[src/design/kvd_pkg.sv]
// ----------------------------------------------------------------------------
// kvd_pkg: shared types, constants and helpers for the vertex decompressor
// Q16.16 value type, saturating clamp and negate, opcode, register index
// and orientation flag codes.
// ----------------------------------------------------------------------------
package kvd_pkg;

    localparam int FRAC_BITS = 16;
    localparam int NUM_AXES  = 3;
    localparam int Q_W       = 32;
    localparam int BYTE_W    = 8;
    localparam int SUM_W     = BYTE_W + Q_W;
    localparam int PROD_W    = 2 * Q_W;
    localparam int ORIENT_W  = 6;

    typedef logic signed [Q_W-1:0] t_q;
    typedef logic [BYTE_W-1:0]     t_byte;
    typedef logic [ORIENT_W-1:0]   t_orient;

    localparam t_q Q_MAX         = 32'sh7FFF_FFFF;
    localparam t_q Q_MIN         = 32'sh8000_0000;
    localparam t_q USCALE_RESET  = 32'sd65536;

    localparam logic signed [PROD_W-1:0] WIDE_MAX = PROD_W'(Q_MAX);
    localparam logic signed [PROD_W-1:0] WIDE_MIN = PROD_W'(Q_MIN);

    localparam logic OP_HEADER = 1'b0;
    localparam logic OP_VERTEX = 1'b1;

    typedef enum logic [1:0] {
        CFG_USCALE_X,
        CFG_USCALE_Y,
        CFG_USCALE_Z,
        CFG_ORIENT
    } t_cfg_idx;

    localparam int ORI_NEG_X   = 0;
    localparam int ORI_NEG_Y   = 1;
    localparam int ORI_NEG_Z   = 2;
    localparam int ORI_SWAP_YZ = 3;
    localparam int ORI_SWAP_XZ = 4;
    localparam int ORI_SWAP_XY = 5;

    typedef struct packed {
        t_q   val;
        logic sat;
    } t_sat_q;

    function automatic t_sat_q clamp_q(input logic signed [PROD_W-1:0] v);
        t_sat_q r;
        if (v > WIDE_MAX) begin
            r.val = Q_MAX;
            r.sat = 1'b1;
        end else if (v < WIDE_MIN) begin
            r.val = Q_MIN;
            r.sat = 1'b1;
        end else begin
            r.val = v[Q_W-1:0];
            r.sat = 1'b0;
        end
        return r;
    endfunction

    // Only the most negative value cannot be negated in range.
    function automatic t_sat_q neg_q(input t_q v);
        t_sat_q r;
        if (v == Q_MIN) begin
            r.val = Q_MAX;
            r.sat = 1'b1;
        end else begin
            r.val = -v;
            r.sat = 1'b0;
        end
        return r;
    endfunction

endpackage

[src/design/kvd_decode.sv]
// ----------------------------------------------------------------------------
// kvd_decode: frame decode stages
// Holds the frame scale and offset, forms byte * scale + offset per axis and
// clamps the sum to 32 bits. Two register stages.
// ----------------------------------------------------------------------------
module kvd_decode import kvd_pkg::*; (
    input  logic  i_clk,
    input  logic  i_rst_n,
    input  logic  i_hdr_load,
    input  t_q    i_hdr_scale  [NUM_AXES],
    input  t_q    i_hdr_offset [NUM_AXES],
    input  logic  i_valid,
    output logic  o_ready,
    input  t_byte i_packed [NUM_AXES],
    output logic  o_valid,
    input  logic  i_ready,
    output t_q    o_val [NUM_AXES],
    output logic  o_sat
);

    t_q                       r_frame_scale  [NUM_AXES];
    t_q                       r_frame_offset [NUM_AXES];
    logic signed [SUM_W-1:0]  r_sum [NUM_AXES];
    logic signed [SUM_W-1:0]  n_sum [NUM_AXES];
    t_q                       r_val [NUM_AXES];
    t_sat_q                   w_cl  [NUM_AXES];
    logic [NUM_AXES-1:0]      w_cl_sat;
    logic                     r_v1;
    logic                     r_v2;
    logic                     r_sat;
    logic                     w_en1;
    logic                     w_en2;

    assign w_en2   = !r_v2 || i_ready;
    assign w_en1   = !r_v1 || w_en2;
    assign o_ready = w_en1;

    always_comb begin
        for (int i = 0; i < NUM_AXES; i++) begin
            n_sum[i] = SUM_W'($signed({1'b0, i_packed[i]})) * SUM_W'(r_frame_scale[i])
                     + SUM_W'(r_frame_offset[i]);
            w_cl[i]     = clamp_q(PROD_W'(r_sum[i]));
            w_cl_sat[i] = w_cl[i].sat;
        end
    end

    always_ff @(posedge i_clk) begin
        if (!i_rst_n) begin
            r_v1 <= 1'b0;
            r_v2 <= 1'b0;
            for (int i = 0; i < NUM_AXES; i++) begin
                r_frame_scale[i]  <= '0;
                r_frame_offset[i] <= '0;
            end
        end else begin
            if (i_hdr_load) begin
                r_frame_scale  <= i_hdr_scale;
                r_frame_offset <= i_hdr_offset;
            end
            if (w_en1) begin
                r_v1 <= i_valid;
            end
            if (w_en2) begin
                r_v2 <= r_v1;
            end
        end
    end

    always_ff @(posedge i_clk) begin
        if (w_en1) begin
            r_sum <= n_sum;
        end
        if (w_en2) begin
            for (int i = 0; i < NUM_AXES; i++) begin
                r_val[i] <= w_cl[i].val;
            end
            r_sat <= |w_cl_sat;
        end
    end

    assign o_valid = r_v2;
    assign o_val   = r_val;
    assign o_sat   = r_sat;

endmodule

[config.mk]
export PLATFORM = sky130hd
export DESIGN_NAME = kvd_decode
export DESIGN_NICKNAME = d
export VERILOG_FILES = /design/src/design/kvd_pkg.sv /design/src/design/kvd_decode.sv
export SDC_FILE = /design/constraint.sdc
export NUM_CORES = 2
export LEC_CHECK = 0
export BUFFER_PORTS_ARGS = -buffer_cell sky130_fd_sc_hd__buf_2
export CAP_MARGIN = 20
export CORE_AREA = 2 2 315 317
export CTS_CLUSTER_DIAMETER = 200
export DETAILED_ROUTE_END_ITERATION = 10
export DIE_AREA = 0 0 317 319
export GPL_TIMING_DRIVEN = 0
export MAX_ROUTING_LAYER = met4
export PLACE_DENSITY = 0.74
export SETUP_SLACK_MARGIN = 0.1
export SYNTH_ARGS = -nofsm -noshare
export SYNTH_HDL_FRONTEND = slang
export SYNTH_SLANG_ARGS = --single-unit
[constraint.sdc]
create_clock -name i_clk -period 12 [get_ports i_clk]
set_input_delay 2.4 -clock i_clk [delete_from_list [all_inputs] [get_ports i_clk]]
set_output_delay 2.4 -clock i_clk [all_outputs]
set_load 0.02 [all_outputs]
# == Yosys cells after proc, flatten, opt, wreduce, memory -nomap -nowiden ==
# Cells that the tools add are included.
# Widths: inputs -> output; s select.
# totals
reg_bits,411
word_cells,38
# classes
add_sub_neg,3
n_lt_le_gt_ge,6
mux,6
mul,3
n_reduce_logical,5
# op_table
cell,n
$add 40x32->40,3
$gt 40x32->1 const B,3
$lt 40x32->1 const B,3
$mul 9x32->40,3
$mux 33,3
$mux 1,3
$reduce_or 3->1,1
$logic_not 1->1,2
$logic_or 1x1->1,2

# == Logic depth before layout (Yosys ltp) ==
# logic_depth
word_depth,4
ltp_mapped,22

# == Worst setup path before layout ==
# No wires, ideal clock.
# synth_path
path_type,in2reg
startpoint,input i_packed[8] (netlist name)
endpoint,"register r_sum[74] (netlist name), data pin"
arrival_time_ns,7.424
stages,20
slack_ns,4.308
cell_sequence,clkbuf_1 > nand2_1 > fa_1 > inv_1 > fa_1 > fa_1 > fa_1 > inv_1 > fa_1 > inv_1 > ha_1 > a21oi_2 > o21bai_1 > a221o_1 > a221oi_1 > o311a_1 > o21bai_1 > o31ai_2 > o31ai_1 > xor2_1
# synth_lines
element,line_no,source
from (decl),kvd_decode.sv:14,"input t_byte i_packed [NUM_AXES],"
to (signal assigned),kvd_decode.sv:71,r_sum <= n_sum;
to (decl),kvd_decode.sv:23,logic signed [SUM_W-1:0] r_sum [NUM_AXES];

==> summary.txt <==
Clock network
  • Worst-path clk slew: 0.06 ns
  • Clock insertion delay at the later pin of the skew report: 0.64 ns
  • Clock Tree Root: clkbuf_16
  • Num CTS Buffers: 49
  • CTS tree: built
  • Sinks on Clock Net: 411
  • Post_cts resized: 0
  • Setup bufs post-CTS: 0
  • CTS max path bufs: 3
  • H-Tree Depth: 2
  • Hold_buf cts: 0

Synth
  • Post-synth EDFFs: 217
  • Avg Inst Size Synth: 9.98 µm²
  • Yosys synthesis warning count: 0
  • Yosys cell types: 69
  • Post-synthesis cell count: 4,372
  • Yosys top cell by area: fa_1
  • Synth async-reset ratio: 0%
  • Top cell type's share of synthesized area: 31.8%
  • Area contributors post-synth: fa_1, edfxtp_1, dfxtp_1
  • Most instantiated library cell after synthesis: inv_1
  • Synth Flop Type: edfxtp_1
  • Sequential area share after synthesis: 23.8%
  • Netlist Area Pre-Place: 43,600 µm²
  • #FFs+latches synth: 411
  • Syn nets: 5,544
  • Synth cell count leaders: inv_1, fa_1, nand2_1, and2_1, ha_1

Route
  • Detailed Route WL: 114,000 µm
  • WL/cell: 18.8 µm
  • Vias: 30,900
  • Antenna viol nets, final: 0
  • Vias per cell: 5.09
  • Residual DRC count: 0
  • Initial DRC Count: 1,745
  • First-pass DRT Iterations: 6

Place
  • Number of port buffers: 317
  • Dpl hpwl: 93,700 µm
  • RePlAce Congestion: 0.956
  • Pre-CTS WS: 3.12 ns

Floorplan
  • FP Rows: 115
  • Core box area: 97,700 µm²
  • Die Ht: 319 µm
  • Die X: 317 µm
  • Initial core utilization: 44.7%
  • Die area: 101,000 µm²
  • # IOs: 320

STA
  • Setup tns final: 0 ns
  • Final WS setup: 3.75 ns
  • Final setup vio count: 0
  • Fin Clk Skew: 0.0291 ns
  • Tmin final: 8.25 ns
  • FMAX: 121 MHz
  • Max-slew violation count: 0
  • Crit share post-route: 68.7%
  • Slew HR: 28.5%
  • Worst-margin pin slew: 1.07 ns
  • Endpoints failing hold: 0
  • RSZ-0062 raised after global routing: no

Critical path
  • Worst Setup End Kind: register
  • Reg2reg end: r_sum[70]$_DFFE_PP_
  • FF-to-FF setup slack: 5.50 ns
  • CP startpoint kind: primary input
  • Worst r2r src: r_frame_scale[44]$_SDFFE_PN0P_
  • Critical Path RT: 12.36 ns
  • CP startpoint: i_packed[12]
  • Reg2Reg Depth: 19
  • CP Class: in -> reg
  • End of the critical path: r_sum[70]$_DFFE_PP_
  • Arrival time worst endpoint: 8.60 ns
  • CP Max Fanout: 10

Layout
  • Area delta synth->final: 11.3%
  • Layout cells sized above 1: 8.93%
  • # fillers: 8,887
  • NumNets Final: 5,914

Global route
  • GRT Overall Usage: 23.9%
  • GR Overflow Total: 0
  • Number of global-route vias before repair: 32,800
  • Initial antenna violation count: 7
  • First-pass GRT wire length: 181,000 µm
  • Largest net degree at the start of global routing: 66

Hold path
  • Type of the tightest min-delay check: reg -> reg
  • Hold Startpoint: r_sum[80]$_DFFE_PP_

Pwr
  • Pwr/cell area: 151 nW/µm²
  • Worst IR drop on VDD: 0.117 mV
  • P_leak: 24.7 nW

Flow run
  • Max cap viols: 0

Status
  • Status: finished, final reports clean
==> critical path, stage by stage <==
cell and delay [ns]:
buf_2 0.23, clkbuf_1 0.54, nand2_1 0.16, fa_1 0.53
inv_1 0.06, fa_1 0.55, fa_1 0.42, fa_1 0.48
inv_1 0.05, fa_1 0.47, inv_1 0.04, ha_1 0.34
a21oi_1 0.24, o21ai_0 0.16, a221o_1 0.34, a221oi_1 0.42
o311a_1 0.35, o21bai_1 0.15, o31ai_2 0.35, xnor2_1 0.31
==> final cells by class <==
class	instances	area, µm²	share of cell area [%]
Multi-Input combinational cell	2911	29300	60.3
Sequential cell	411	10400	21.4
Inverter	849	3190	6.57
Timing Repair Buffer	319	1640	3.38
Tap cell	1287	1610	3.32
Clock buffer	60	1350	2.78
Buffer	201	766	1.58
Clock inverter	31	289	0.595
Antenna cell	6	15.0	0.0309
==> power by group <==
| group | switching [mW] | internal [mW] | total (mW) |
|---|---|---|---|
| combinational | 2.19 | 1.39 | 3.58 |
| clock | 0.652 | 0.873 | 1.52 |
| sequential | 0.177 | 2.05 | 2.23 |
==> per-layer routing <==
metal | GRT usage [%] | vias to the layer above | wire length [µm]
li1 | - | 14300 | -
met2 | 38.7 | 985 | 54100
met1 | 31.0 | 15400 | 49000
met5 | - | - | 0
met3 | 3.02 | 210 | 7360
met4 | 8.10 | 0 | 3920
==> metrics by stage <==
stage / total power [mW] / instance area [µm²] / cells / hold slack, ns / utilization (%)
4_1_cts: 7.40 / 48500 / 6069 / 0.506 / 49.7
5_1_grt: 7.94 / 48500 / 6073 / 0.530 / 49.7
6_report: 7.33 / 48500 / 6075 / 0.507 / 49.7
3_5_place_dp: 5.82 / 46900 / 5978 / 0.503 / 48.0
2_1_floorplan: 4.76 / 43600 / 4372 / 0.463 / -
3_3_place_gp: 5.76 / 46800 / 5976 / 0.472 / 47.9
==> placed cells by master (no fill, tap or decap), drive strengths merged, types with 43 or more instances in the layout <==
cell | netlist | layout
ha | 258 | 258
clkbuf | 179 | 239
a21o | 142 | 142
buf | 22 | 341
edfxtp | 217 | 217
and2 | 364 | 364
nor2b | 200 | 200
nand2 | 465 | 465
mux2i | 193 | 193
fa | 693 | 693
o21ai | 59 | 59
a21oi | 112 | 112
xnor2 | 91 | 91
inv | 849 | 856
o21a | 43 | 43
nor2 | 57 | 57
dfxtp | 194 | 194
==> sequential cells by signal, summed over array words and instances (netlist names) <==
signal          cells
r_frame_scale      96
r_sum             120
r_frame_offset     96
r_v1                1
o_valid             1
o_sat               1
o_val              96
==> worst min path at each step <==
stage / cells after the start / end / slack, ns
floorplan: 1 / o_valid$_SDFFE_PN0P_ / 0.46
global placement: 1 / o_valid$_SDFFE_PN0P_ / 0.47
detailed placement: 1 / o_val[22]$_SDFFCE_PP1P_ / 0.50
CTS: 1 / o_val[64]$_SDFFCE_PP1P_ / 0.51
global route: 1 / o_val[88]$_SDFFCE_PP1P_ / 0.53
finish: 1 / o_val[64]$_SDFFCE_PP1P_ / 0.51
==> cell families after synthesis <==
kind of cell,synth area share [%]
simple gates,14.1
buf+inv,9.05
fa+ha+maj,39.2
compound gates,6.91
flops,23.8
mux,4.43
xor+xnor,2.51
(Power assumes the default switching activity.)
