`src/design/kvd_pkg.sv`:
```
// ----------------------------------------------------------------------------
// kvd_pkg: shared types, constants and helpers for the vertex decompressor
// Q16.16 value type, saturating clamp and negate, opcode, register index
// and orientation flag codes.
// ----------------------------------------------------------------------------
package kvd_pkg;

    localparam int FRAC_BITS = 16;
    localparam int NUM_AXES  = 3;
    localparam int Q_W       = 32;
    localparam int BYTE_W    = 8;
    localparam int SUM_W     = BYTE_W + Q_W;
    localparam int PROD_W    = 2 * Q_W;
    localparam int ORIENT_W  = 6;

    typedef logic signed [Q_W-1:0] t_q;
    typedef logic [BYTE_W-1:0]     t_byte;
    typedef logic [ORIENT_W-1:0]   t_orient;

    localparam t_q Q_MAX         = 32'sh7FFF_FFFF;
    localparam t_q Q_MIN         = 32'sh8000_0000;
    localparam t_q USCALE_RESET  = 32'sd65536;

    localparam logic signed [PROD_W-1:0] WIDE_MAX = PROD_W'(Q_MAX);
    localparam logic signed [PROD_W-1:0] WIDE_MIN = PROD_W'(Q_MIN);

    localparam logic OP_HEADER = 1'b0;
    localparam logic OP_VERTEX = 1'b1;

    typedef enum logic [1:0] {
        CFG_USCALE_X,
        CFG_USCALE_Y,
        CFG_USCALE_Z,
        CFG_ORIENT
    } t_cfg_idx;

    localparam int ORI_NEG_X   = 0;
    localparam int ORI_NEG_Y   = 1;
    localparam int ORI_NEG_Z   = 2;
    localparam int ORI_SWAP_YZ = 3;
    localparam int ORI_SWAP_XZ = 4;
    localparam int ORI_SWAP_XY = 5;

    typedef struct packed {
        t_q   val;
        logic sat;
    } t_sat_q;

    function automatic t_sat_q clamp_q(input logic signed [PROD_W-1:0] v);
        t_sat_q r;
        if (v > WIDE_MAX) begin
            r.val = Q_MAX;
            r.sat = 1'b1;
        end else if (v < WIDE_MIN) begin
            r.val = Q_MIN;
            r.sat = 1'b1;
        end else begin
            r.val = v[Q_W-1:0];
            r.sat = 1'b0;
        end
        return r;
    endfunction

    // Only the most negative value cannot be negated in range.
    function automatic t_sat_q neg_q(input t_q v);
        t_sat_q r;
        if (v == Q_MIN) begin
            r.val = Q_MAX;
            r.sat = 1'b1;
        end else begin
            r.val = -v;
            r.sat = 1'b0;
        end
        return r;
    endfunction

endpackage

```
`src/design/kvd_orient.sv`:
```
// ----------------------------------------------------------------------------
// kvd_orient: orientation and output register
// Applies the negate flags, then the y/z, x/z and x/y swaps in that order,
// and holds the finished position for the output beat.
// ----------------------------------------------------------------------------
module kvd_orient import kvd_pkg::*; (
    input  logic    i_clk,
    input  logic    i_rst_n,
    input  t_orient i_flags,
    input  logic    i_valid,
    output logic    o_ready,
    input  t_q      i_val [NUM_AXES],
    input  logic    i_sat,
    output logic    o_valid,
    input  logic    i_ready,
    output t_q      o_val [NUM_AXES],
    output logic    o_sat
);

    t_q                  r_val [NUM_AXES];
    t_q                  n_val [NUM_AXES];
    t_sat_q              w_neg [NUM_AXES];
    logic [NUM_AXES-1:0] w_neg_sat;
    t_q                  w_tmp;
    logic                r_v5;
    logic                r_sat;
    logic                w_en5;

    assign w_en5   = !r_v5 || i_ready;
    assign o_ready = w_en5;

    always_comb begin
        for (int i = 0; i < NUM_AXES; i++) begin
            w_neg[i] = neg_q(i_val[i]);
            if (i_flags[ORI_NEG_X + i]) begin
                n_val[i]     = w_neg[i].val;
                w_neg_sat[i] = w_neg[i].sat;
            end else begin
                n_val[i]     = i_val[i];
                w_neg_sat[i] = 1'b0;
            end
        end
        w_tmp = n_val[1];
        if (i_flags[ORI_SWAP_YZ]) begin
            w_tmp    = n_val[1];
            n_val[1] = n_val[2];
            n_val[2] = w_tmp;
        end
        if (i_flags[ORI_SWAP_XZ]) begin
            w_tmp    = n_val[0];
            n_val[0] = n_val[2];
            n_val[2] = w_tmp;
        end
        if (i_flags[ORI_SWAP_XY]) begin
            w_tmp    = n_val[0];
            n_val[0] = n_val[1];
            n_val[1] = w_tmp;
        end
    end

    always_ff @(posedge i_clk) begin
        if (!i_rst_n) begin
            r_v5 <= 1'b0;
        end else if (w_en5) begin
            r_v5 <= i_valid;
        end
    end

    always_ff @(posedge i_clk) begin
        if (w_en5) begin
            r_val <= n_val;
            r_sat <= i_sat | (|w_neg_sat);
        end
    end

    assign o_valid = r_v5;
    assign o_val   = r_val;
    assign o_sat   = r_sat;

endmodule
```
`config.mk`:
```
export PLATFORM = sky130hd
export DESIGN_NAME = kvd_orient
export DESIGN_NICKNAME = d
export VERILOG_FILES = /design/src/design/kvd_pkg.sv /design/src/design/kvd_orient.sv
export SDC_FILE = /design/constraint.sdc
export NUM_CORES = 1
export LEC_CHECK = 0
export ABC_AREA = 0
export BUFFER_PORTS_ARGS = -buffer_cell sky130_fd_sc_hd__buf_2
export CAP_MARGIN = 10
export CORE_MARGIN = 2
export CORE_UTILIZATION = 47
export DETAILED_ROUTE_END_ITERATION = 6
export HOLD_SLACK_MARGIN = 0.08
export PLACE_DENSITY = 0.8
export SYNTH_ARGS = -nofsm -noshare
export SYNTH_HDL_FRONTEND = slang
export SYNTH_SLANG_ARGS = --single-unit
```
`constraint.sdc`:
```
create_clock -name i_clk -period 7.57 [get_ports i_clk]
set_input_delay 0.3785 -clock i_clk [delete_from_list [all_inputs] [get_ports i_clk]]
set_output_delay 0.3785 -clock i_clk [all_outputs]
set_load 0.1 [all_outputs]
```
# Yosys cells after proc, flatten, opt, wreduce, memory -nomap -nowiden
# Cells that the tools add are included.
[op_classes]
addsub = 3
eq_ne = 3
muxes = 13
bitwise_logic = 1
reduce_logical = 3
[ops]
columns = ["operator", "count"]
rows = [
  ["$mux W32", 5],
  ["$mux W64", 2],
  ["$mux W33", 3],
  ["$eq A32 B32 Y1 const B", 3],
  ["$neg A32 Y32", 3],
  ["$mux W1", 3],
  ["$reduce_or A3 Y1", 1],
  ["$logic_not A1 Y1", 1],
  ["$logic_or A1 B1 Y1", 1],
  ["$or A1 B1 Y1", 1],
]
[word_totals]
regBits = 98
input_bits = 107
out_inout_bits = 99

# Longest topological paths before layout
# Gate-level depths: netlist of the first run.
[depth]
ltp_word = 6
ltp_mapped = 11
ltp_nobuf = 9

# Worst setup path before layout of the first run
# No wires, ideal clock.
[synth_path]
kind = "register -> register"
from = "reg r_v5, in the netlist o_valid"
to = "reg r_sat, in the netlist o_sat, enable pin"
setup_time_ns = 1.137
arrival_ns = 3.411
path_slack_ns = 3.022
stages_incl_launch_ff = 2
n_path_buf = 0
synth_period_minus_slack_ns = 4.548
cell_sequence = "dfxtp_1 -> nand2b_1"
[synth_via]
elab_chain_len = 2
[synth_rtl]
columns = ["element", "line_no", "text"]
rows = [
  ["start, declared", "kvd_orient.sv:25", "logic r_v5;"],
  ["start signal, assigned", "kvd_orient.sv:65", "r_v5 <= i_valid;"],
  ["$logic_not A1 Y1", "kvd_orient.sv:29", "assign w_en5 = !r_v5 || i_ready;"],
  ["$logic_or A1 B1 Y1", "kvd_orient.sv:29", ""],
  ["net o_ready", "kvd_orient.sv:11", "output logic o_ready,"],
  ["end signal, assigned", "kvd_orient.sv:72", "r_sat <= i_sat | (|w_neg_sat);"],
  ["end, declared", "kvd_orient.sv:26", "logic r_sat;"],
]
# The timed path passes the listed nets, and every way through them passes these cells.
# A chain may end at the register's enable or synchronous reset.

==> summary.md, run 1 <==
| Metric | Value |
|---|---|
| RSZ-0062 raised after global routing | no |
| Cells on Worst Hold Path | 3 |
| Final period util | 0.484 |
| Fraction of registers with async set/reset | 0 |
| Most common cell after layout, fill and taps aside | buf_2 |
| Final setup fails | 0 |
| Post-synthesis sequential area ratio | 0.368 |
| Largest net degree at the start of global routing | 79 |
| Initial Util | 0.481 |
| Syn. warnings | 0 |
| CP Launch Type | input port |
| Min-Delay Path Class | input port to register |
| Kind of critical path | input port to register |
| Routed len/inst | 21.9 um |
| Reg2reg start | o_valid |
| Pwr Total | ~2100 uW |
| Worst Skew | 0.00569 ns |
| Post-CTS setup buffer count | 0 |
| Period minus WS final | 3.67 ns |
| Hold Path Origin | i_valid |
| Worst-path clk slew | around 0.060 ns |
| Distinct cells, synth | 77 |
| Max VDD drop | 0.000161 V |
| #FFs+latches synth | 98 |
| Avg Cell Area, Syn | a little under 9 um2 |
| CTS tree | built |
| Maxcap violations | 0 |
| CTS Hold Bufs | 0 |
| CTS Buf Count | 9 |
| Resized Gates After CTS | 0 |
| Num Clock Sinks | 98 |
| Reg2reg path depth | 2 |
| Port Buffers | 205 |
| Rows | 47 |
| Final #Nets | 1157 |
| Die X | roughly 130 um |
| Vias per std cell | 6.65 |
| Largest cells by area after synthesis | edfxtp_1 37%, nand2_1 4.9%, xor2_1 4.8%, a221oi_1 4.7%, o21ai_0 4.2% |
| Grt total ovfl | 0 |
| Via count | about 8.5k |
| Top FF cell, synth | edfxtp_1 |
| Share of cells above drive strength 1 | 0.249 |
| GPL Wtd Cong | roughly 0.99 |
| Synth top area share | 0.365 |
| Commonest non-fill, non-tap cells in the layout | 205 x buf_2, 105 x nand2_1, 97 x edfxtp_1, 67 x o21ai_0, 52 x nor2_1 |
| Crit Path Max Fanout | 50 |
| Crit path from | i_flags[5] |
| Worst path required time | 7.67 ns |
| Hold slack | 0.271 ns |
| Total GRT Usage | 0.298 |
| Initial DRC Count | 1323 |
| Setup crit end kind | register |
| Failing checks | design-rule violations |
| Pre-Repair DR Iteration Count | 7 |
| Filler instances | 1514 |
| Max Clk Rate | 273 MHz |
| Final hold violation count | 0 |
| Core ar. | approximately 17000 um2 |
| Worst-Skew Late Latency | 0.36 ns |
| Rel. slew slack | 0.149 |
| Antenna-violating nets left | 0 |
| CTS H-tree lvls | 3 |
| Root Buffer | clkbuf_16 |
| Die ar. | 18000 um2 |
| Die height | 134 um |
| Hpwl dp | 20.9 mm |
| Layout area overhead | 16.9% |
| Worst slew pin tran | between 1 and 1.5 ns |
| Top Ports | 206 |
| Global-route wire length before repair | 41.0 mm |
| CP arrival | 3.77 ns |
| Pwr dens | 228 nW/um2 |
| Status | complete, but fails checks |
| Mapped Cells | ~890 |
| Antenna violations before repair | 2 |
| Vias in the first global route | just over 7k |
| Clock Tree Buf Depth | 2 |
| Routed WL | between 20 and 30 mm |
| Largest area contributor in the netlist | edfxtp_1 |
| Setup TNS | 0 ns |
| Cell Area, Synth | 7970 um2 |
| Leak | 0.00355 uW |
| Drt drc | 6 |
| Max Slew Vio Count | 0 |
| Post-synth EDFFs | 97 |
| Syn nets | 1003 |
==> final cells by class <==
class	count	area [um2]	share of cell area
diodes	2	5.00	0.000537
clock buffers	10	229	0.0246
clock inverters	6	33.8	0.00363
inverters	13	48.8	0.00524
multi-input cells	712	4710	0.505
flip-flops and latches	98	2930	0.315
well taps	220	275	0.0295
repair buffers	213	1090	0.117
==> critical path: stages <==
cell      delay, ns
buf_2          0.82
inv_2          0.67
nor2_1         0.93
buf_4          0.35
nand2_1        0.14
or2_2          0.32
o221ai_1       0.08
nor2_1         0.07
==> per-layer routing <==
metal / routed length [um] / global-route usage / part of all wire
met2: 12100 / 0.434 / 0.43
met3: 3460 / 0.0828 / 0.12
met4: 1450 / 0.149 / 0.052
met5: 0 / 0 / 0
met1: 11000 / 0.406 / 0.39
==> cells in the mapped netlist (7+ instances only) <==
| cell type | n |
|---|---|
| a211oi_1 | 11 |
| or2_2 | 10 |
| a21oi_1 | 33 |
| xor2_1 | 44 |
| edfxtp_1 | 97 |
| nor3_1 | 20 |
| mux2_2 | 7 |
| nand3_1 | 22 |
| nand2_1 | 105 |
| clkbuf_1 | 62 |
| o211ai_1 | 9 |
| a221oi_1 | 43 |
| o21ai_0 | 67 |
| nor4_1 | 9 |
| or3_1 | 21 |
| inv_1 | 10 |
| o22ai_1 | 26 |
| xnor2_1 | 32 |
| o41ai_1 | 25 |
| o31ai_1 | 31 |
| mux2i_1 | 24 |
| nor2_1 | 52 |
| or4_1 | 20 |
==> logic make-up after synthesis <==
logic type,share of synthesized area
flip-flops,0.368
AND/OR/NAND/NOR,0.188
AO/OA/AOI/OAI,0.273
multiplexers,0.0400
XOR/XNOR,0.0835
adder cells (fa/ha/maj),0.00471
buffers and inverters,0.0427
==> worst paths after layout <==
| path | endpoint | slack (ns) |
|---|---|---|
| setup / recovery | o_val[59] | 3.90 |
| hold / removal | o_valid | 0.27 |
| setup reg to reg | o_val[62] | 5.73 |
| hold reg to reg | o_valid | 0.82 |
==> registers in the layout (all words and copies together), names as in the netlist <==
| name | flops |
|---|---|
| o_val | 96 |
| o_valid | 1 |
| o_sat | 1 |
==> per-stage QoR <==
stage	cell area, um2	cells	util	setup slack (ns)
global route	9320	1274	0.562	3.58
detailed placement	9050	1256	0.546	3.55
global placement	9050	1256	0.546	3.73
floorplan	7970	893	-	3.02
CTS	9310	1272	0.562	3.92
finish	9320	1274	0.562	3.90
==> power breakdown <==
group | switching [uW] | total [uW] | internal (uW)
Combinational | 806 | 990 | 184
Clock | 200 | 420 | 220
Sequential | 24.7 | 712 | 687
Total | 1030 | 2120 | 1090
Power figures use the tool's default switching activity.
==> run 2, diff against run 1 <==
==> constraint.sdc (replaced) <==
create_clock -name i_clk -period 3.74 [get_ports i_clk]
set_input_delay 0.187 -clock i_clk [delete_from_list [all_inputs] [get_ports i_clk]]
set_output_delay 0.187 -clock i_clk [all_outputs]
set_load 0.1 [all_outputs]
==> run 2 against run 1 <==
The run now ends clean; critical path depth increased by 1; clock-buffer cell count is the same; cell count increased by 1.2%; largest cell class unchanged; clock power up 120%; routed wire length up 3.8%; power up 110%.
==> summary.md, run 2 (synthesis gave the netlist of run 1 again) <==
| Metric | Value |
|---|---|
| GPL Wtd Cong | 1.02 |
| Antenna violations before repair | 0 |
| Worst-Skew Late Latency | 0.36 ns |
| Vias in the first global route | 7444 |
| Most common cell after layout, fill and taps aside | buf_2 |
| Worst path required time | 3.89 ns |
| Grt total ovfl | 0 |
| Max Slew Vio Count | 0 |
| Final hold violation count | 0 |
| Share of cells above drive strength 1 | 0.262 |
| Kind of critical path | input port to register |
| Hold Path Origin | i_sat |
| Worst-path clk slew | 0.07 ns |
| Cell-internal power | 2290 uW |
| Hpwl dp | 22.0 mm |
| Largest register FFs | 96 |
| Combinational share of power | 0.459 |
| Resized Gates After CTS | 0 |
| Top Ports | 206 |
| RSZ-0062 raised after global routing | no |
| Maxcap violations | 0 |
| Commonest non-fill, non-tap cells in the layout | 205 x buf_2, 105 x nand2_1, 97 x edfxtp_1, 67 x o21ai_0, 52 x nor2_1 |
| Clk pwr share | 0.214 |
| Max Clk Rate | 332 MHz |
| Die height | 134 um |
| Total GRT Usage | 0.314 |
| Crit path from | i_val[32] |
| Num Clock Sinks | 98 |
| Drt drc | 0 |
| Global-route wire length before repair | 43.1 mm |
| Pre-Repair DR Iteration Count | 7 |
| CP arrival | 3.16 ns |
| Setup crit end kind | register |
| Rows | 47 |
| Initial DRC Count | 1207 |
| CTS Buf Count | 9 |
| Final #Nets | between 1k and 1.5k |
| Max VDD drop | 0.000322 V |
| Largest net degree at the start of global routing | 67 |
| Routed WL | around 29 mm |
| Root Buffer | clkbuf_16 |
| Status | complete, no violations |
| CTS tree | built |
| Reg2reg start | o_valid |
| Sw power | between 2000 and 2500 uW |
| Worst Skew | 0.0145 ns |
| Initial Util | 0.481 |
| Final period util | 0.804 |
| Period minus WS final | 3.01 ns |
| Die ar. | 18000 um2 |
| Leak | 0.00364 uW |
| Pwr dens | 465 nW/um2 |
| CP Launch Type | input port |
| Final setup fails | 0 |
| Pwr Total | roughly 4400 uW |
| Worst slew pin tran | approximately 0.99 ns |
| Via count | 8648 |
| Antenna diodes | 0 |
| Rel. slew slack | 0.339 |
| Antenna-violating nets left | 0 |
| CTS H-tree lvls | 3 |
| Port Buffers | 205 |
| Sequential share of power | 0.327 |
| Vias per std cell | about 6.7 |
| Switch share | 0.481 |
| Layout area overhead | 18.9% |
| Setup TNS | 0 ns |
| Die X | 134 um |
| Register-to-register setup slack | 1.69 ns |
| Core ar. | about 17000 um2 |
| Crit Path Max Fanout | 14 |
| Clock Tree Buf Depth | 2 |
| Min-Delay Path Class | input port to register |
| Routed len/inst | 22.5 um |
==> run 2: repair_timing <==
action / CTS / global route
hold endpoints to repair: 1 / 0
setup buffers: 0 / 0
hold buffers: 2 / 0
==> run 2: cell type report <==
| class | instances | area [um2] |
|---|---|---|
| Tap cell | 220 | 275 |
| Timing Repair Buffer | 230 | 1220 |
| Fill cell | 1535 | 7100 |
| Clock buffer | 10 | 229 |
| Multi-Input combinational cell | 712 | 4710 |
| Clock inverter | 6 | 66.3 |
| Inverter | 13 | 48.8 |
| Sequential cell | 98 | 2930 |
==> run 2: layer usage <==
metal / global-route usage / vias up / routed length, um
met4: 0.116 / 0 / 1060
met3: 0.0552 / 84 / 3320
met1: 0.450 / 4043 / 11900
li1: - / 3848 / -
met2: 0.475 / 673 / 12700
met5: 0 / - / 0
==> run 2: critical path, stage by stage <==
cell and delay [ns]:
buf_2 0.14, inv_1 0.08, ha_1 0.15, or4b_1 0.54, or4_4 0.56, or4_1 0.56
a31oi_1 0.48, o22ai_1 0.14, a211oi_1 0.32
==> run 2: final timing paths <==
path                     to  cells after the start
hold / removal        o_sat                      2
setup reg to reg    o_valid                      4
setup / recovery  o_val[92]                      9
hold reg to reg   o_val[14]                      1
==> run 2: metrics by stage <==
stage                     hold WS [ns]  cell area, um2  std cells  setup slack (ns)  utilization
final                            0.125            9480       1289             0.732        0.572
after global routing             0.117            9480       1289             0.585        0.572
after CTS                        0.114            9480       1289             0.817        0.572
after detailed placement         0.445            9160       1271             0.456        0.553
after global placement           0.433            9160       1271             0.411        0.553
after floorplan                  0.326            7980        893             0.594            -
==> run 2: power by group through the flow <==
stage	clock network [uW]	logic (uW)	registers, uW
after floorplan	0	502	2520
after global placement	0	1980	1460
after detailed placement	0	1990	1460
after CTS	950	2000	1440
after global routing	991	2090	1450
final	945	2030	1440
==> run 3, diff against run 2 <==
--- a/config.mk
+++ b/config.mk
@@ -12,7 +12,7 @@
 export CORE_UTILIZATION = 47
 export DETAILED_ROUTE_END_ITERATION = 6
 export HOLD_SLACK_MARGIN = 0.08
-export PLACE_DENSITY = 0.8
+export PLACE_DENSITY = 0.83
 export SYNTH_ARGS = -nofsm -noshare
 export SYNTH_HDL_FRONTEND = slang
 export SYNTH_SLANG_ARGS = --single-unit
==> constraint.sdc (replaced) <==
create_clock -name i_clk -period 2.6 [get_ports i_clk]
set_input_delay 0.13 -clock i_clk [delete_from_list [all_inputs] [get_ports i_clk]]
set_output_delay 0.13 -clock i_clk [all_outputs]
set_load 0.1 [all_outputs]
==> run 3 against run 2 <==
Combinational power is 58% higher; die area stayed put; clock skew is 0.0073 ns lower; critical endpoint is now o_val[80]; hold slack better by 0.14 ns; critical path depth is 2 higher; critical path type unchanged; first-iteration DRC count is 23% higher; power is 49% higher; routed wire length is 7.5% higher; the flow now finishes with violations (negative setup slack); flip-flop and latch count stayed put.
==> summary.md, run 3 (synthesis gave the netlist of run 1 again) <==
| Metric | Value |
|---|---|
| Rows | 47 |
| Worst-Skew Late Latency | 0.35 ns |
| CTS H-tree lvls | 3 |
| Most common cell on crit path | or4_4 |
| Rel. slew slack | 0.405 |
| Design area | 11200 um2 |
| Min-Delay Path Class | input port to register |
| Max VDD drop | 0.000508 V |
| Top Ports | 206 |
| Register area | approximately 2900 um2 |
| Failing checks | negative setup slack |
| Die X | 134 um |
| CP Launch Type | input port |
| Worst Setup Slack, final | -0.0448 ns |
| Worst Skew | 0.00718 ns |
| Die height | 134 um |
| Total GRT Usage | 0.328 |
| Worst-path clk slew | 0.07 ns |
| GPL Wtd Cong | 0.993 |
| Period minus WS final | 2.64 ns |
| Final period util | 1.02 |
| Port Buffers | 205 |
| Placed inst area | 10400 um2 |
| Maxcap violations | 0 |
| Setup crit end kind | register |
| Met3 wire len | 3.50 mm |
| CP arrival | 2.83 ns |
| Initial DRC Count | 1481 |
| Final #Nets | 1341 |
| Worst path buffer plus inverter count | 3 |
| Worst slew pin tran | 0.886 ns |
| Met2 wire len | between 10 and 15 mm |
| Pwr dens | 588 nW/um2 |
| Crit path max-delay family | simple AND/OR/NAND/NOR gates |
| Filler instances | about 1.4k |
| Root Buffer | clkbuf_16 |
| Hold slack | 0.265 ns |
| Largest register FFs | 96 |
| Status | complete, but fails checks |
| Routed WL | between 30 and 40 mm |
| Reg2reg start | o_valid |
| Final hold violation count | 0 |
| Most common cell after layout, fill and taps aside | buf_2 |
| Crit Path Max Fanout | 5 |
| Commonest non-fill, non-tap cells in the layout | 203 x buf_2, 181 x buf_4, 105 x nand2_1, 97 x edfxtp_1, 65 x o21ai_0 |
| Vias per std cell | 6.43 |
| Pre-Repair DR Iteration Count | 6 |
| Metal1 wirelength | around 12 mm |
| Crit-path cells | buf_8 -> inv_4 -> ha_4 -> or4b_4 -> or4_4 -> or4_4 -> o21ai_4 -> xnor2_2 -> buf_4 -> o22ai_4 -> a211oi_2 |
| Reg2reg path depth | 3 |
| Global-route wire length before repair | 45.6 mm |
| Leak | between 0.004 and 0.005 uW |
| DR top layer | met4 |
| Initial Util | 0.481 |
| Hold Path End | o_val[0] |
| Via count | 9357 |
| Crit-path max cell delay | 0.56 ns |
| Drt drc | 0 |
| Layout area overhead | 40.0% |
| Multi-input gate area | 5070 um2 |
| CTS Buf Count | 9 |
| Slowest CP cell | or4_4 |
| Register-to-register setup slack | approximately 1.2 ns |
| Grt total ovfl | 0 |
| Num Clock Sinks | 98 |
| Hpwl dp | 23.9 mm |
| RSZ-0062 raised after global routing | yes |
| Routed len/inst | 21.4 um |
| Cells on Worst Hold Path | 4 |
| Core ar. | 16600 um2 |
| Max Slew Vio Count | 0 |
| Share of cells above drive strength 1 | 0.398 |
| Final setup fails | 2 |
| Antenna-violating nets left | 0 |
| Antenna violations before repair | 1 |
| Die ar. | about 18000 um2 |
| Largest net degree at the start of global routing | 60 |
| Vias in the first global route | a little over 8k |
| Hold Path Origin | i_val[64] |
| Clock Tree Buf Depth | 2 |
| RR Endpoint | o_valid |
| Worst path required time | about 2.8 ns |
| Max Clk Rate | 378 MHz |
| Kind of critical path | input port to register |
| CTS tree | built |
-- run 3: cell types whose count changed in the layout (fill, tap and decap cells not counted), sizes merged --
cell / delta
clkinv: +2
or4: +1
clkbuf: -1
diode: +1
buf: +165
clkinvlp: -1
inv: -1
dlygate4sd3: +1
-- run 3: metal layers --
metal | global-route usage | vias up
met5 | 0 | -
li1 | - | 4203
met2 | 0.516 | 666
met1 | 0.442 | 4374
met3 | 0.0654 | 114
met4 | 0.139 | 0
-- run 3: cell type report --
type | instances | area share
tap | 220 | 0.0247
inverter | 13 | 0.00504
multi-input combinational | 713 | 0.454
timing repair buffer | 396 | 0.228
antenna | 1 | 0.000224
clock buffer | 9 | 0.0202
sequential | 98 | 0.263
clock inverter | 6 | 0.00527
-- run 3: worst max-delay path by stage --
stage	from	slack [ns]	end	cells after the start
2_1_floorplan	i_val[32]	0.009	o_val[28]	9
3_3_place_gp	i_val[32]	-0.36	o_val[91]	13
3_5_place_dp	i_val[33]	-0.42	o_val[60]	9
4_1_cts	i_val[32]	-0.002	o_val[28]	10
5_1_grt	i_val[32]	-0.08	o_val[80]	11
6_report	i_val[32]	-0.04	o_val[80]	11
-- run 3: metrics by stage --
step | total power (uW) | std cells | setup WS, ns | util | TNS (ns)
after detailed placement | 5160 | 1428 | -0.424 | 0.626 | -21.19
after global placement | 5130 | 1428 | -0.365 | 0.626 | -16.94
final | 6570 | 1456 | -0.0448 | 0.673 | -0.0630
after CTS | 6460 | 1447 | -0.00207 | 0.648 | -0.00413
after global routing | 6760 | 1456 | -0.0798 | 0.673 | -0.449
after floorplan | 4340 | 893 | 0.00886 | - | 0
-- run 3: worst reg2reg max path, cell delays in order, from the launching register on --
cell	delay, ns
dfxtp_1	0.33
nand2b_4	0.30
a21boi_0	0.14
dlygate4sd3_1	0.56
-- run 3: repair_timing --
| item | 4_1_cts | 5_1_grt |
|---|---|---|
| gates cloned | 0 | 1 |
| resized for setup | 8 | 70 |
| pin swaps | 4 | 19 |
| hold endpoints to repair | 2 | 0 |
| endpoints found under the setup margin | 11 | 52 |
| buffers inserted | 1 | 8 |
| hold buffers | 3 | 0 |
-- run 3: report_power, final --
| part | switching (uW) | total [uW] | internal [uW] |
|---|---|---|---|
| clock network | 564 | 1300 | 733 |
| registers | 65.1 | 2060 | 2000 |
| logic | 2460 | 3210 | 747 |
